`src/rtl/sbcs_pkg.sv`:
```
// sbcs_pkg: shared types, register map and extension helpers for the swept box collision scan
// no dependencies; imported by swept_box_collision_scan and tb_top

package sbcs_pkg;

    localparam int CoordW   = 16;
    localparam int MoveW    = 12;
    localparam int SizeW    = 12;
    // coordinate sums stay within 18 signed bits
    localparam int CalcW    = 18;
    localparam int AddrW    = 4;
    localparam int DataW    = 32;
    localparam int InDataW  = 112;
    localparam int InUserW  = 2;
    localparam int OutDataW = 32;
    localparam int OutUserW = 4;

    localparam logic [SizeW-1:0] SizeReset = 12'd32;

    // register indexes (byte address = 4 * index)
    localparam logic [1:0] RegUnitWidth   = 2'd0;
    localparam logic [1:0] RegUnitHeight  = 2'd1;
    localparam logic [1:0] RegPlayerWidth = 2'd2;

    // hit flag bit positions
    localparam int FlagLeft   = 0;
    localparam int FlagRight  = 1;
    localparam int FlagTop    = 2;
    localparam int FlagBottom = 3;

    typedef struct packed {
        logic [CoordW-1:0] unit_left;
        logic [CoordW-1:0] unit_top;
        logic [MoveW-1:0]  move_x;
        logic [MoveW-1:0]  move_y;
        logic              facing_left;
        logic [CoordW-1:0] box_left;
        logic [CoordW-1:0] box_top;
        logic [SizeW-1:0]  box_width;
        logic [SizeW-1:0]  box_height;
        logic              first_box;
        logic              last_box;
    } item_t;

    function automatic logic signed [CalcW-1:0] sext_coord(input logic [CoordW-1:0] v);
        sext_coord = $signed({{(CalcW-CoordW){v[CoordW-1]}}, v});
    endfunction

    function automatic logic signed [CalcW-1:0] sext_move(input logic [MoveW-1:0] v);
        sext_move = $signed({{(CalcW-MoveW){v[MoveW-1]}}, v});
    endfunction

    function automatic logic signed [CalcW-1:0] zext_size(input logic [SizeW-1:0] v);
        zext_size = $signed({{(CalcW-SizeW){1'b0}}, v});
    endfunction

endpackage

```
`src/rtl/swept_box_collision_scan.sv`:
```
// swept_box_collision_scan: per-box swept contact tests with sticky per-frame hit flags
// depends on sbcs_pkg (types, register map, sign/zero extension helpers)
//
//  channel | dir | handshake            | payload
//  s_*     | in  | s_tvalid / s_tready  | s_tdata boxes+motion, s_tuser flags, s_tlast last box
//  m_*     | out | m_tvalid / m_tready  | m_tdata floor/ceiling edges, m_tuser hit flags
//  apb     | in  | psel & penable       | paddr, pwdata, prdata, pready tied high
//
// one box per cycle unless a last box stalls: a request lands in the input register, is scanned
// from there, and its result (last box only) is written to the output register as it advances
// the sticky flags and edge stores are the only loop; they update in the scan cycle
// a result waiting in the output register stalls only a following last box
// reset clears flags, stores, valids; size registers return to 32

module swept_box_collision_scan (
    input  logic                          clk,
    input  logic                          rst_n,
    // apb
    input  logic                          psel,
    input  logic                          penable,
    input  logic                          pwrite,
    input  logic [sbcs_pkg::AddrW-1:0]    paddr,
    input  logic [sbcs_pkg::DataW-1:0]    pwdata,
    output logic [sbcs_pkg::DataW-1:0]    prdata,
    output logic                          pready,
    // input stream
    input  logic                          s_tvalid,
    output logic                          s_tready,
    // unit_left, unit_top, move_x, move_y, box_left, box_top, box_width, box_height
    input  logic [sbcs_pkg::InDataW-1:0]  s_tdata,
    // facing_left, first_box
    input  logic [sbcs_pkg::InUserW-1:0]  s_tuser,
    input  logic                          s_tlast,
    // result stream
    output logic                          m_tvalid,
    input  logic                          m_tready,
    // floor_edge, ceiling_edge
    output logic [sbcs_pkg::OutDataW-1:0] m_tdata,
    // hit_left, hit_right, hit_top, hit_bottom
    output logic [sbcs_pkg::OutUserW-1:0] m_tuser
);
    import sbcs_pkg::*;

    logic [SizeW-1:0]  unit_width_reg;
    logic [SizeW-1:0]  unit_height_reg;
    logic [SizeW-1:0]  player_width_reg;

    item_t             in_reg;
    logic              in_valid_reg;
    logic [3:0]        flags_reg, flags_next, flags_scan;
    logic [CoordW-1:0] floor_reg, floor_next, floor_scan;
    logic [CoordW-1:0] ceil_reg, ceil_next, ceil_scan;
    logic              done_reg, done_next;
    logic [3:0]        base_flags;
    logic [CoordW-1:0] base_floor, base_ceil;
    logic              base_done;

    logic              out_valid_reg;
    logic [3:0]        out_flags_reg;
    logic [CoordW-1:0] out_floor_reg, out_ceil_reg;

    logic              cfg_write;
    logic              advance;

    logic signed [CalcW-1:0] ul, ut, mx, my, w, h, pw;
    logic signed [CalcW-1:0] cl, cr, fl, fr, ctop, cbot, ftop, fbot;
    logic signed [CalcW-1:0] obl, obt, obr, obb;
    logic                    rows_shared, cols_shared, hit_l, hit_r, hit_t, hit_b;

    // ---------------- configuration ----------------
    assign pready    = 1'b1;
    assign cfg_write = psel && penable && pwrite && pready;

    always_ff @(posedge clk or negedge rst_n)
    begin
        if (!rst_n)
        begin
            unit_width_reg   <= SizeReset;
            unit_height_reg  <= SizeReset;
            player_width_reg <= SizeReset;
        end
        else if (cfg_write)
        begin
            case (paddr[3:2])
                RegUnitWidth:   unit_width_reg   <= pwdata[SizeW-1:0];
                RegUnitHeight:  unit_height_reg  <= pwdata[SizeW-1:0];
                RegPlayerWidth: player_width_reg <= pwdata[SizeW-1:0];
                default:        ;
            endcase
        end
    end

    always_comb
    begin
        case (paddr[3:2])
            RegUnitWidth:   prdata = {{(DataW-SizeW){1'b0}}, unit_width_reg};
            RegUnitHeight:  prdata = {{(DataW-SizeW){1'b0}}, unit_height_reg};
            RegPlayerWidth: prdata = {{(DataW-SizeW){1'b0}}, player_width_reg};
            default:        prdata = '0;
        endcase
    end

    // ---------------- input register ----------------
    // a last box needs room in the output register; other boxes always move on
    assign advance  = in_valid_reg && (!in_reg.last_box || !out_valid_reg || m_tready);
    assign s_tready = !in_valid_reg || advance;

    always_ff @(posedge clk or negedge rst_n)
    begin
        if (!rst_n)
            in_valid_reg <= 1'b0;
        else if (s_tready)
            in_valid_reg <= s_tvalid;
    end

    always_ff @(posedge clk)
    begin
        if (s_tvalid && s_tready)
        begin
            in_reg.unit_left   <= s_tdata[15:0];
            in_reg.unit_top    <= s_tdata[31:16];
            in_reg.move_x      <= s_tdata[43:32];
            in_reg.move_y      <= s_tdata[55:44];
            in_reg.box_left    <= s_tdata[71:56];
            in_reg.box_top     <= s_tdata[87:72];
            in_reg.box_width   <= s_tdata[99:88];
            in_reg.box_height  <= s_tdata[111:100];
            in_reg.facing_left <= s_tuser[0];
            in_reg.first_box   <= s_tuser[1];
            in_reg.last_box    <= s_tlast;
        end
    end

    // ---------------- box scan ----------------
    always_comb
    begin
        ul  = sext_coord(in_reg.unit_left);
        ut  = sext_coord(in_reg.unit_top);
        mx  = sext_move(in_reg.move_x);
        my  = sext_move(in_reg.move_y);
        w   = zext_size(unit_width_reg);
        h   = zext_size(unit_height_reg);
        pw  = zext_size(player_width_reg);
        obl = sext_coord(in_reg.box_left);
        obt = sext_coord(in_reg.box_top);
        obr = obl + zext_size(in_reg.box_width);
        obb = obt + zext_size(in_reg.box_height);

        // facing left anchors the box on its right edge
        if (in_reg.facing_left)
        begin
            cr = ul + pw;
            cl = cr - w;
            fr = cr + mx;
            fl = fr - w;
        end
        else
        begin
            cl = ul;
            cr = ul + w;
            fl = ul + mx;
            fr = fl + w;
        end
        ctop = ut;
        cbot = ut + h;
        ftop = ut + my;
        fbot = ftop + h;

        rows_shared = (cbot > obt) && (ctop < obb);
        cols_shared = (cr >= obl) && (cl <= obr);
        // a moving side must start outside the box
        hit_l = rows_shared && (fl <= obr) && (fr >= obr) && ((mx == '0) || (cl >= obr));
        hit_r = rows_shared && (fr >= obl) && (fl <= obl) && ((mx == '0) || (cr <= obl));
        hit_t = cols_shared && (ftop <= obb) && (fbot >= obb);
        hit_b = cols_shared && (fbot >= obt) && (ftop <= obt);
    end

    // ---------------- frame accumulators ----------------
    always_comb
    begin
        if (in_reg.first_box)
        begin
            base_flags = '0;
            base_floor = '0;
            base_ceil  = '0;
            base_done  = 1'b0;
        end
        else
        begin
            base_flags = flags_reg;
            base_floor = floor_reg;
            base_ceil  = ceil_reg;
            base_done  = done_reg;
        end

        flags_scan = base_flags;
        floor_scan = base_floor;
        ceil_scan  = base_ceil;
        if (!base_done)
        begin
            flags_scan = base_flags | {hit_b, hit_t, hit_r, hit_l};
            if (hit_t)
                ceil_scan = obb[CoordW-1:0];
            if (hit_b)
                floor_scan = obt[CoordW-1:0];
        end

        flags_next = flags_scan;
        floor_next = floor_scan;
        ceil_next  = ceil_scan;
        done_next  = base_done || ((flags_scan[FlagLeft] || flags_scan[FlagRight]) &&
                                   (flags_scan[FlagTop] || flags_scan[FlagBottom]));
        // a result closes the frame
        if (in_reg.last_box)
        begin
            flags_next = '0;
            floor_next = '0;
            ceil_next  = '0;
            done_next  = 1'b0;
        end
    end

    always_ff @(posedge clk or negedge rst_n)
    begin
        if (!rst_n)
        begin
            flags_reg <= '0;
            floor_reg <= '0;
            ceil_reg  <= '0;
            done_reg  <= 1'b0;
        end
        else if (advance)
        begin
            flags_reg <= flags_next;
            floor_reg <= floor_next;
            ceil_reg  <= ceil_next;
            done_reg  <= done_next;
        end
    end

    // ---------------- output register ----------------
    always_ff @(posedge clk or negedge rst_n)
    begin
        if (!rst_n)
            out_valid_reg <= 1'b0;
        else if (advance && in_reg.last_box)
            out_valid_reg <= 1'b1;
        else if (m_tready)
            out_valid_reg <= 1'b0;
    end

    always_ff @(posedge clk)
    begin
        if (advance && in_reg.last_box)
        begin
            out_flags_reg <= flags_scan;
            out_floor_reg <= floor_scan;
            out_ceil_reg  <= ceil_scan;
        end
    end

    assign m_tvalid = out_valid_reg;
    assign m_tuser  = out_flags_reg;
    assign m_tdata  = {out_ceil_reg, out_floor_reg};

    // ---------------- assertions ----------------
    a_done_needs_both_axes: assert property (@(posedge clk) disable iff (!rst_n)
        done_reg |-> ((flags_reg[FlagLeft] || flags_reg[FlagRight]) &&
                      (flags_reg[FlagTop] || flags_reg[FlagBottom])))
        else $error("frame done without a horizontal and a vertical hit");

    a_last_makes_result: assert property (@(posedge clk) disable iff (!rst_n)
        (advance && in_reg.last_box) |=> out_valid_reg)
        else $error("last box did not produce a result");

    a_last_clears_frame: assert property (@(posedge clk) disable iff (!rst_n)
        (advance && in_reg.last_box) |=> (flags_reg == '0 && !done_reg &&
                                          floor_reg == '0 && ceil_reg == '0))
        else $error("frame state not cleared after result");

    a_request_captured: assert property (@(posedge clk) disable iff (!rst_n)
        (s_tvalid && s_tready) |=> in_valid_reg)
        else $error("accepted request lost before scan");

    a_no_result_overwrite: assert property (@(posedge clk) disable iff (!rst_n)
        (out_valid_reg && !m_tready) |-> !(advance && in_reg.last_box))
        else $error("pending result overwritten");

endmodule

```
`config.mk`:
```
export PLATFORM = sky130hd
export DESIGN_NAME = swept_box_collision_scan
export DESIGN_NICKNAME = d
export VERILOG_FILES = /design/src/rtl/sbcs_pkg.sv /design/src/rtl/swept_box_collision_scan.sv
export SDC_FILE = /design/constraint.sdc
export NUM_CORES = 1
export LEC_CHECK = 0
export ABC_AREA = 1
export BUFFER_PORTS_ARGS = -buffer_cell sky130_fd_sc_hd__buf_2
export CORE_ASPECT_RATIO = 0.9
export CORE_MARGIN = 1
export CORE_UTILIZATION = 35
export CTS_CLUSTER_SIZE = 28
export DETAILED_ROUTE_END_ITERATION = 8
export PLACE_DENSITY = 0.51
export SYNTH_ARGS = -nofsm -noshare
export SYNTH_HDL_FRONTEND = slang
export SYNTH_SLANG_ARGS = --single-unit
```
`constraint.sdc`:
```
create_clock -name clk -period 6.11 [get_ports clk]
set_clock_uncertainty 0.15 [all_clocks]
set_input_delay 1.222 -clock clk [delete_from_list [all_inputs] [get_ports clk]]
set_output_delay 1.222 -clock clk [all_outputs]
set_load 0.03 [all_outputs]
```
# Word-level counts from Yosys, hierarchy flattened
# Index checks and enable logic that the tools add are counted.
classes:
  n_eq_ne: 2
  add_sub_neg: 12
  bitwise_logic: 1
  n_lt_le_gt_ge: 14
  reduce_logical: 35
  mux: 20
ops:
  columns: ["op", "count"]
  rows:
  - ["16-bit two-way mux", 8]
  - ["16-bit by 13-bit adder with 17-bit output", 5]
  - ["18-bit two-way mux", 4]
  - ["18-bit by 16-bit greater-or-equal comparator with 1-bit output", 3]
  - ["18-bit by 17-bit greater-or-equal comparator with 1-bit output", 3]
  - ["17-bit by 13-bit adder with 18-bit output", 2]
  - ["18-bit by 16-bit <= comparator with 1-bit output", 2]
  - ["18-bit by 17-bit <= comparator with 1-bit output", 2]
  - ["12-bit case mux with 3 select lines", 1]
  - ["16-bit by 12-bit adder with 17-bit output", 2]
  - ["17-bit by 12-bit adder with 18-bit output", 1]
  - ["1-bit logical AND", 18]
  - ["18-bit zero test", 1]
  - ["17-bit by 13-bit subtractor with 18-bit output", 1]
  - ["18-bit by 13-bit subtractor with 18-bit output", 1]
  - ["17-bit by 16-bit greater-than comparator with 1-bit output", 1]
  - ["17-bit by 16-bit <= comparator with 1-bit output", 1]
  - ["17-bit <= comparator", 1]
  - ["16-bit by 17-bit < comparator with 1-bit output", 1]
  - ["4-bit two-way mux", 3]
  - ["1-bit logical OR", 8]
  - ["2-bit AND reduction", 3]
  - ["1-bit two-way mux", 4]
  - ["4-bit bitwise OR", 1]
  - ["5 further kinds", 7]
word_totals:
  out_inout_bits: 71
  input_bits: 158
  ff_bits: 226
  word_cells: 107

# Depth between registers and ports, before layout
# Gate-level depths: netlist (run 1).
logic_depth:
  ltp_word: 14
  depth_mapped: 42
  mapped_depth_nobuf: 42

# Least setup slack after synthesis (run 1)
# OpenSTA, ideal clock, no wires.
synth_timing:
  path_kind: "flip-flop to flip-flop"
  startpoint: "register in_reg[99] (netlist bit)"
  endpoint: "register done_reg"
  t_required_ns: 5.843
  n_path_buf: 0
  setup_ns: 0.117
  arrival_time_ns: 5.056
  slack_ns: 0.787
  path_stages_with_launch: 37
  period_less_slack_ns: 5.323
  path_cell_list: "edfxtp_1 > ha_1 > inv_1 > fa_1 > o21ai_2 > a31oi_1 > o21ai_0 > xor2_1 > ha_1 > inv_1 > o21bai_1 > a31oi_1 > o21ai_0 > xor2_1 > ha_1 > nand2_1 > nor2_1 > nand2_1 > o211ai_1 > a31oi_1 > nand2_1 > o21bai_1 > nand3_1 > nand2_1 > inv_1 > ha_1 > nand2_1 > nor3_1 > nand3_1 > nand4_1 > nand3_1 > nand3_1 > nand4_1 > nand2_1 > nand2_1 > nand2_1 > nand2_1"
synth_via:
  elab_chain_cells: 14
  word_cells_on_any_way: 39
  classes_between: "add/sub: 7; order compare: 8; mux: 6; bitwise: 1; reduce/logical: 17"
synth_rtl:
  columns: ["element", "line", "rtl"]
  rows:
  - ["start, declared", "swept_box_collision_scan.sv:48", "item_t in_reg;"]
  - ["16-bit by 13-bit adder with 17-bit output", "swept_box_collision_scan.sv:152", "cr = ul + pw;"]
  - ["17-bit by 12-bit adder with 18-bit output", "swept_box_collision_scan.sv:154", "fr = cr + mx;"]
  - ["18-bit by 13-bit subtractor with 18-bit output", "swept_box_collision_scan.sv:155", "fl = fr - w;"]
  - ["18-bit two-way mux", "swept_box_collision_scan.sv:150", "if (in_reg.facing_left)"]
  - ["18-bit by 17-bit <= comparator with 1-bit output", "swept_box_collision_scan.sv:172", "hit_l = rows_shared && (fl <= obr) && (fr >= obr) && ((mx == '0) || (cl >= obr));"]
  - ["1-bit logical AND (3 in series)", "swept_box_collision_scan.sv:172", null]
  - ["4-bit bitwise OR (*)", "swept_box_collision_scan.sv:201", "flags_scan = base_flags | {hit_b, hit_t, hit_r, hit_l};"]
  - ["4-bit two-way mux (*)", "swept_box_collision_scan.sv:199", "if (!base_done)"]
  - ["1-bit logical OR", "swept_box_collision_scan.sv:211", "done_next = base_done || ((flags_scan[FlagLeft] || flags_scan[FlagRight]) &&"]
  - ["1-bit logical AND (*)", "swept_box_collision_scan.sv:211", null]
  - ["1-bit logical OR (*)", "swept_box_collision_scan.sv:211", null]
  - ["1-bit two-way mux (*)", "swept_box_collision_scan.sv:214", "if (in_reg.last_box)"]
  - ["end signal, assigned", "swept_box_collision_scan.sv:237", "done_reg <= done_next;"]
  - ["end, declared", "swept_box_collision_scan.sv:53", "logic done_reg, done_next;"]
# Every way passes the cells marked *; elsewhere a longest branch is shown, timed or not.
# A chain may end at the register's enable or synchronous reset.

# Final worst setup path (run 1)
layout_timing:
  startpoint: "register player_width_reg[6]"
  endpoint: "register done_reg"
layout_via:
  elab_chain_cells: 14
  word_cells_on_any_way: 36
  classes_between: "add/sub: 4; order compare: 8; mux: 6; bitwise: 1; reduce/logical: 17"
layout_rtl:
  columns: ["element", "line", "rtl"]
  rows:
  - ["start, declared", "swept_box_collision_scan.sv:46", "logic [SizeW-1:0] player_width_reg;"]
  - ["start signal, assigned", "swept_box_collision_scan.sv:80", "player_width_reg <= SizeReset;"]
  - ["start signal, assigned", "swept_box_collision_scan.sv:87", "RegPlayerWidth: player_width_reg <= pwdata[SizeW-1:0];"]
  - ["16-bit by 13-bit adder with 17-bit output (*)", "swept_box_collision_scan.sv:152", null]
  - ["17-bit by 12-bit adder with 18-bit output", "swept_box_collision_scan.sv:154", null]
  - ["18-bit by 13-bit subtractor with 18-bit output", "swept_box_collision_scan.sv:155", null]
  - ["18-bit two-way mux", "swept_box_collision_scan.sv:150", null]
  - ["18-bit by 17-bit <= comparator with 1-bit output", "swept_box_collision_scan.sv:172", null]
  - ["1-bit logical AND (3 in series)", "swept_box_collision_scan.sv:172", null]
  - ["4-bit bitwise OR (*)", "swept_box_collision_scan.sv:201", null]
  - ["4-bit two-way mux (*)", "swept_box_collision_scan.sv:199", null]
  - ["1-bit logical OR", "swept_box_collision_scan.sv:211", null]
  - ["1-bit logical AND (*)", "swept_box_collision_scan.sv:211", null]
  - ["1-bit logical OR (*)", "swept_box_collision_scan.sv:211", null]
  - ["1-bit two-way mux (*)", "swept_box_collision_scan.sv:214", null]
# Marked as above.

==> impl_metrics.tcl, run 1 <==
set metrics [dict create \
    die_y_um 242 \
    track_usage_pct 22.6 \
    antenna_found_initial 2 \
    slowest_stage "dfrtp_1" \
    fillers 6396 \
    outcome "complete, no violations" \
    die_area_um2 65000 \
    maxSlewViolCount 0 \
    synth_edf_count 151 \
    critical_path.max_stage_delay_ns 0.44 \
    drive_above_1_share_pct 19.9 \
    num_rows 87 \
    hold_violations 0 \
    arrival_ns 6.29 \
    reg2reg_depth 35 \
    grt_pass1_wl_um 113000 \
    p_leak_uw 0.0138 \
    syn_inst 2929 \
    grt_max_degree 68 \
    ant_nets 0 \
    largest_reg_flops 99 \
    hold_class "in -> async" \
    critPathLaunchType "register" \
    cts_tree "done" \
    timing.rr.start "player_width_reg[6]" \
    setup_viol 0 \
    worstSkewPairLatency_ns 0.58 \
    synth_top_area_share_pct 20.6 \
    gp_congestion 0.992 \
    netlist_top_cells_count "758 x nand2_1, 369 x ha_1, 362 x inv_1, 219 x a21oi_1, 192 x nor2_1" \
    top_layer "met4" \
    rsz0062_at_grt "yes" \
    place_inst 4094 \
    clock_path_buffers 3 \
    critPathTopFamily "simple AND/OR/NAND/NOR gates" \
    relSlewSlack_pct 22.9 \
    path_class "reg -> reg" \
    worstReg2RegEnd "done_reg" \
    worst_pin_slew_ns 1.16 \
    dp_hpwl_um 62100 \
    synth_area_leader_cell "ha_1" \
    clk_pin_slew_ns 0.06 \
    dr.first_iter.drc_count 1640 \
    drt-met1-wl_um 39700 \
    nets 3845 \
    start_util_pct 35.6 \
    dpl-instance-area_um2 25400 \
    synth.cell_area_um2 22400 \
    ys_ff_latch 226 \
    cts_buffers 27 \
    overflow 0 \
    wl_met2_um 30600 \
    ios 229 \
    stdcell_area_um2 27400 \
    min_period_over_period_pct 97.1 \
    numPortBuffers 185 \
    end_kind "register" \
    required_ns 6.47 \
    synth_ff_type "edfxtp_1" \
    synth_area_leaders "ha_1 21%, edfxtp_1 20%, nand2_1 13%" \
    syn_area_per_cell_um2 7.64 \
    via_count 21000 \
    cp_max_fo 5 \
    power_density_nw_per_um2 389 \
    ys_async_sr_fraction_pct 33.2 \
    drc 0 \
    drtPass1Iterations 6 \
    drt-wirelength-per-cell_um 18.0 \
    synth_cell_types 62 \
    synth-seq-area-share_pct 28.7 \
    fin_crit_ns 5.93 \
    crit_path_frequent_cell "nand2_1" \
    cts_root_buffer "clkbuf_16" \
    wl_met3_um 3590 \
    area_growth_pct 22.5 \
    cts_htree_levels 1 \
    synth_most_common_cell "nand2_1" \
    path_buf_inv 3 \
    core_area_um2 62900 \
    clock.fmax_mhz 168 \
    ff2ff_setup_slack_ns 0.18 \
    die_w_um 269 \
    yosysWarnings 0 \
    finalNonFillerCells 4173 \
    grt_pass1_vias 19500 \
    cap_violations 0 \
    routed_wirelength_um 75100 \
    avgViaCountPerCell 5.04 \
    numClockSinks 226 \
    vdd_drop_max_v 0.000222 \
]
-- where the power goes --
group | internal [µW] | leakage (µW) | total, µW | switching, µW
Sequential | 1790 | 0.00246 | 1950 | 158
Combinational | 2900 | 0.0109 | 6980 | 4080
Clock | 1030 | 0.000477 | 1730 | 702
-- worst reg2reg max path, delay by kind of cell (launching register included) --
kind                     cells  cell delay (ns)
AND/OR/NAND/NOR             20             1.91
XOR/XNOR                     2             0.42
adder cells (fa/ha/maj)      4             1.33
flip-flops                   1             0.44
AO/OA/AOI/OAI                6             1.12
buffers and inverters        3             0.47
-- repair_timing --
action / CTS / global route
resized for setup: 32 / 139
setup endpoints to repair: 68 / 73
hold buffers: 0 / 0
buffers inserted: 7 / 19
gates cloned: 0 / 2
pin swaps: 20 / 67
-- final cells by class --
| class | count | area [µm²] | share of cell area (%) |
|---|---|---|---|
| Multi-Input combinational cell | 2291 | 15100 | 55.1 |
| Sequential cell | 226 | 6410 | 23.4 |
| Timing Repair Buffer | 389 | 2480 | 9.06 |
| Inverter | 371 | 1400 | 5.12 |
| Tap cell | 845 | 1060 | 3.86 |
| Clock buffer | 36 | 783 | 2.86 |
| Clock inverter | 14 | 165 | 0.603 |
| Antenna cell | 1 | 2.50 | 0.00913 |
-- cells in the final DEF (no fill, tap or decap), drive strengths merged, types with 2 or more instances in the layout --
master,count
a211oi,2
a21boi,4
a21o,15
a21oi,224
a221oi,2
a22oi,4
a31oi,21
and2,2
and3,3
buf,389
bufinv,3
clkbuf,36
clkinv,8
clkinvlp,2
conb,21
dfrtp,72
dfstp,3
edfxtp,151
fa,12
ha,369
inv,372
mux2i,2
nand2,770
nand3,155
nand3b,6
nand4,35
nor2,206
nor3,30
nor4,5
o2111ai,3
o211ai,7
o21a,6
o21ai,205
o21bai,25
o22ai,10
o31ai,7
or2,10
xnor2,43
xor2,81
-- metrics by stage --
stage,utilization [%],TNS (ns),power (µW),setup slack [ns],hold WS [ns]
after floorplan,-,0,5980,0.787,0.299
after global placement,40.4,-2.08,8110,-0.143,0.312
after detailed placement,40.4,-6.22,8230,-0.315,0.315
after CTS,42.2,0,10100,0.00558,0.287
after global routing,43.6,-0.550,11600,-0.209,0.301
final,43.6,0,10700,0.175,0.307
-- cells by family (layout without fill, tap and decap cells) --
group / after synthesis / in the layout / synth area share [%]
adders and majority gates: 381 / 381 / 21.7
muxes: 3 / 3 / 0.140
DFF: 226 / 226 / 28.7
other: 2 / 22 / 0.0336
xor gates and xnor gates: 124 / 124 / 4.89
and+or+nand+nor: 1220 / 1222 / 22.9
buffers and inverters: 433 / 810 / 7.84
AOI/OAI and AO/OA: 540 / 540 / 13.8
-- worst max path at each step --
stage / cells past startpoint / to / slack (ns) / start
floorplan: 36 / done_reg / 0.79 / in_reg[99]
global placement: 38 / done_reg / -0.14 / in_reg[99]
detailed placement: 38 / done_reg / -0.32 / player_width_reg[0]
CTS: 40 / done_reg / 0.006 / in_reg[99]
global route: 43 / done_reg / -0.21 / in_reg[101]
finish: 35 / done_reg / 0.18 / player_width_reg[6]
-- routing by layer --
layer | vias up | GRT usage [%]
met1 | 9793 | 36.6
met4 | 0 | 3.59
met3 | 59 | 1.86
li1 | 10600 | -
met2 | 531 | 32.2
met5 | - | 0
Power figures use the tool's default switching activity.
==> run 2, diff against run 1 <==
--- a/config.mk
+++ b/config.mk
@@ -13,6 +13,7 @@
 export CTS_CLUSTER_SIZE = 28
 export DETAILED_ROUTE_END_ITERATION = 8
 export PLACE_DENSITY = 0.51
+export SETUP_SLACK_MARGIN = 0.4
 export SYNTH_ARGS = -nofsm -noshare
 export SYNTH_HDL_FRONTEND = slang
 export SYNTH_SLANG_ARGS = --single-unit
==> run 2 against run 1 <==
Sequential power barely moved; non-clock buffer count grew 17; largest power group unchanged; clock-buffer cell count unchanged; via count increased by 0.52%; core utilization is 0.44 points higher; critical path type unchanged; worst hold slack better by 0.00054 ns; sequential share of layout area is 0.24 points lower.
==> impl_metrics.tcl, run 2 (synthesis results as in run 1) <==
set metrics [dict create \
    area_growth_pct 23.7 \
    slowest_stage "dfrtp_1" \
    fin_crit_ns 5.94 \
    drive_above_1_share_pct 20.7 \
    worst_pin_slew_ns 1.11 \
    reg2reg_depth 36 \
    vdd_drop_max_v 0.000227 \
    num_rows 87 \
    critical_path.max_stage_delay_ns 0.46 \
    clock_path_buffers 3 \
    core_area_um2 62900 \
    clock.fmax_mhz 168 \
    grt_pass1_vias 19700 \
    final_cell_mix "737 x nand2_1, 352 x inv_1, 345 x ha_1, 213 x buf_4, 199 x a21oi_1" \
    drc 0 \
    min_period_over_period_pct 97.2 \
    setup_viol 0 \
    cap_violations 0 \
    fin_total_pwr_uw 10800 \
    worstReg2RegEnd "done_reg" \
    dr.first_iter.drc_count 1574 \
    final_common_cell "nand2_1" \
    final_util_pct 44.0 \
    cp_max_fo 5 \
    seq_area_um2 6410 \
    routed_wirelength_um 75300 \
    required_ns 6.47 \
    grt_max_degree 68 \
    maxSlewViolCount 0 \
    cts_root_buffer "clkbuf_16" \
    die_w_um 269 \
    ios 229 \
    numPortBuffers 185 \
    ff2ff_setup_slack_ns 0.17 \
    ant_nets 0 \
    hold_violations 0 \
    path_class "reg -> reg" \
    end_kind "register" \
    p_leak_uw 0.0140 \
    crit_path_frequent_cell "nand2_1" \
    power_density_nw_per_um2 391 \
    multiInputGateArea_um2 15200 \
    cts_htree_levels 1 \
    via_count 21100 \
    drt-wirelength-per-cell_um 18.0 \
    dp_hpwl_um 62100 \
    fillers 6369 \
    avgViaCountPerCell 5.04 \
    start_util_pct 35.6 \
    gp_congestion 0.992 \
    die_area_um2 65000 \
    rsz0062_at_grt "yes" \
    outcome "complete, no violations" \
    clk_pin_slew_ns 0.06 \
    grt_pass1_wl_um 114000 \
    timing.rr.start "player_width_reg[9]" \
    antenna_found_initial 2 \
    largest_reg_flops 99 \
    hold_class "in -> async" \
    drtPass1Iterations 7 \
    cts_tree "done" \
    fin_ws_ns 0.173 \
    relSlewSlack_pct 26.1 \
    die_y_um 242 \
    worstSkewPairLatency_ns 0.58 \
    numClockSinks 226 \
    arrival_ns 6.29 \
    track_usage_pct 22.8 \
    overflow 0 \
    critPathLaunchType "register" \
    nets 3862 \
    cts_buffers 27 \
    place_ws_ns -0.315 \
]
[run 2: final cells by class]
class | count | area share (%)
Sequential cell | 226 | 23.2
Inverter | 371 | 5.08
Timing Repair Buffer | 406 | 9.58
Multi-Input combinational cell | 2291 | 54.9
Clock buffer | 36 | 2.83
Clock inverter | 14 | 0.596
Antenna cell | 1 | 0.00904
Tap cell | 845 | 3.82
[run 2: timing repair]
action	in CTS	in global routing
gates resized for setup	107	88
setup buffers	25	17
hold buffers	0	0
setup endpoints to repair	73	73
pin swaps	62	49
gates cloned	2	1
[run 2: critical path, delay by kind of cell, from the launching register on]
| kind | cells | cell delay, ns |
|---|---|---|
| AO/OA/AOI/OAI | 3 | 0.71 |
| XOR/XNOR | 1 | 0.24 |
| adder cells (fa/ha/maj) | 3 | 1.08 |
| buffers and inverters | 5 | 0.64 |
| flip-flops | 1 | 0.46 |
| AND/OR/NAND/NOR | 24 | 2.59 |
[run 2: per-stage QoR]
step | hold slack, ns | area, µm² | TNS [ns] | instances
2_1_floorplan | 0.299 | 22500 | 0 | 2948
3_3_place_gp | 0.312 | 25400 | -2.08 | 4094
3_5_place_dp | 0.315 | 25400 | -6.22 | 4094
4_1_cts | 0.287 | 27100 | 0 | 4171
5_1_grt | 0.301 | 27700 | -0.744 | 4189
6_report | 0.308 | 27700 | 0 | 4190
[run 2: how the worst max path moves through the flow]
stage               cells after the start  endpoint  slack (ns)                 from
global route                           37  done_reg       -0.26           in_reg[99]
finish                                 36  done_reg        0.17  player_width_reg[9]
CTS                                    38  done_reg        0.14           in_reg[99]
global placement                       38  done_reg       -0.14           in_reg[99]
detailed placement                     38  done_reg       -0.32  player_width_reg[0]
floorplan                              36  done_reg        0.79           in_reg[99]
[run 2: metal layers]
layer  up-vias  wire (µm)  part of all wire [%]  global-route usage, %
li1      10700          -                     -                      -
met1      9840      39800                    53                   36.8
met2       565      30600                    41                   32.6
met3        65       3630                   4.8                   1.86
met4         0       1300                   1.7                   3.86
met5         -          0                     0                      0
[run 2: where the power goes]
group | switching [µW] | leakage [µW] | internal, µW | total, µW
clock | 703 | 0.000477 | 1030 | 1730
sequential | 156 | 0.00246 | 1790 | 1940
combinational | 4130 | 0.0110 | 3020 | 7150
==> run 3, diff against run 2 <==
--- a/config.mk
+++ b/config.mk
@@ -12,6 +12,7 @@
 export CORE_UTILIZATION = 35
 export CTS_CLUSTER_SIZE = 28
 export DETAILED_ROUTE_END_ITERATION = 8
+export HOLD_SLACK_MARGIN = 0.08
 export PLACE_DENSITY = 0.51
 export SETUP_SLACK_MARGIN = 0.4
 export SYNTH_ARGS = -nofsm -noshare
==> constraint.sdc (replaced) <==
create_clock -name clk -period 6.11 [get_ports clk]
set_clock_uncertainty 0.15 [all_clocks]
set_input_delay 0.9165 -clock clk [delete_from_list [all_inputs] [get_ports clk]]
set_output_delay 0.9165 -clock clk [all_outputs]
set_load 0.03 [all_outputs]
==> run 3 against run 2 <==
Fmax is 2.7% higher; flip-flop and latch count stayed put; worst hold slack better by 0.024 ns; power is 5.0% higher; cell count is 0.55% higher; core utilization is 1.7 points higher; clock-buffer cell count is 1 lower.
==> impl_metrics.tcl, run 3 (synthesis results as in run 1) <==
set metrics [dict create \
    arrival_ns 6.16 \
    track_usage_pct 22.9 \
    start_util_pct 35.6 \
    core_area_um2 62900 \
    numClockSinks 226 \
    routed_wirelength_um 77100 \
    finalNonFillerCells 4213 \
    avgViaCountPerCell 5.09 \
    cap_violations 0 \
    seq_area_um2 6410 \
    overflow 0 \
    clock_path_buffers 3 \
    die_y_um 242 \
    vdd_drop_max_v 0.000217 \
    die_w_um 269 \
    grt_max_degree 70 \
    numPortBuffers 185 \
    dr.first_iter.drc_count 1690 \
    cts_tree "done" \
    p_leak_uw 0.0143 \
    relSlewSlack_pct 28.3 \
    clk_pin_slew_ns 0.06 \
    fin_ws_ns 0.327 \
    dp_hpwl_um 62200 \
    antenna_found_initial 1 \
    gp_congestion 0.974 \
    worst_pin_slew_ns 1.07 \
    fin_total_pwr_uw 11400 \
    ant_nets 0 \
    drc 0 \
    cts_htree_levels 1 \
    ios 229 \
    drt-wirelength-per-cell_um 18.3 \
    rsz0062_at_grt "yes" \
    cts_root_buffer "clkbuf_16" \
    slowest_stage "dfrtp_1" \
    critPathLaunchType "register" \
    power_density_nw_per_um2 395 \
    die_area_um2 65000 \
    fin_crit_ns 5.78 \
    maxSlewViolCount 0 \
    critical_path.max_stage_delay_ns 0.45 \
    path_class "reg -> reg" \
    area_growth_pct 28.6 \
    worstSkewPairLatency_ns 0.59 \
    cts_buffers 27 \
    min_period_over_period_pct 94.6 \
    nets 3885 \
    drtPass1Iterations 6 \
    required_ns 6.49 \
    multiInputGateArea_um2 16100 \
    grt_pass1_vias 20000 \
    num_rows 87 \
    hold_class "reg -> reg" \
    fillers 6311 \
    place_ws_ns -0.297 \
    largest_reg_flops 99 \
    crit_path_frequent_cell "nand2_1" \
    grt_pass1_wl_um 114000 \
    final_cell_mix "710 x nand2_1, 341 x inv_1, 329 x ha_1, 221 x buf_4, 190 x a21oi_1" \
    setup_viol 0 \
    outcome "complete, no violations" \
    final_common_cell "nand2_1" \
    hold_violations 0 \
    place_inst 4078 \
    via_count 21500 \
    clock.fmax_mhz 173 \
    drive_above_1_share_pct 24.7 \
    cp_max_fo 4 \
    end_kind "register" \
]
-- run 3: cell types whose count changed in the layout (fill, tap and decap cells not counted), sizes merged --
cell,previous run,this run
bufinv,3,4
buf,405,426
dlygate4sd3,0,1
inv,372,370
clkinv,9,10
clkinvlp,1,2
-- run 3: area by class of cell --
class	instances	share of cell area [%]
well taps	845	3.67
clock buffers	35	2.52
clock inverters	15	0.687
inverters	371	4.89
repair buffers	429	10.1
multi-input cells	2291	55.9
flip-flops and latches	226	22.3
diodes	1	0.00869
-- run 3: path summary, 6_finish.rpt --
path                                     startpoint           endpoint  depth (start not counted)  slack, ns
max in group asynchronous                     rst_n  unit_width_reg[0]                          3       4.07
worst min-delay path                       done_reg           done_reg                          2       0.33
worst max register to register  player_width_reg[6]           done_reg                         34       0.33
worst max-delay path            player_width_reg[6]           done_reg                         34       0.33
worst min register to register             done_reg           done_reg                          2       0.33
min in group asynchronous                     rst_n      floor_reg[12]                          2       0.52
-- run 3: worst max-delay path, delay by kind of cell, from the launching register on --
| kind | cells | cell delay, ns |
|---|---|---|
| AOI/OAI and AO/OA | 8 | 1.49 |
| xor gates and xnor gates | 2 | 0.47 |
| adders and majority gates | 4 | 1.19 |
| buffers and inverters | 2 | 0.27 |
| DFF | 1 | 0.45 |
| and+or+nand+nor | 18 | 1.70 |
-- run 3: report_power, final --
part / internal (µW) / switching (µW) / leakage (µW)
Combinational: 3290 / 4410 / 0.0113
Sequential: 1790 / 162 / 0.00246
Clock: 1010 / 704 / 0.000452
Total: 6090 / 5280 / 0.0143
-- run 3: metal layers --
layer	up-vias	share of wire, %	GRT usage, %
met2	609	41	32.7
met4	0	2.8	6.20
met3	87	5.3	2.80
met1	10100	51	35.6
met5	-	0	0
li1	10700	-	-
-- run 3: per-stage QoR --
stage / area, µm² / TNS, ns / hold WS, ns / utilization (%)
final: 28800 / 0 / 0.332 / 45.7
after global routing: 28800 / -0.00506 / 0.317 / 45.7
after CTS: 27200 / 0 / 0.305 / 43.2
after detailed placement: 25300 / -1.97 / 0.316 / 40.2
after global placement: 25300 / -0.899 / 0.312 / 40.2
after floorplan: 22500 / 0 / 0.299 / -
-- run 3: what timing repair did --
action / in CTS / in global routing
resized for setup: 123 / 259
hold buffers: 1 / 0
hold endpoints to repair: 7 / 0
endpoints found under the setup margin: 73 / 73
pin swaps: 69 / 123
buffers inserted: 45 / 33
cloned: 1 / 4
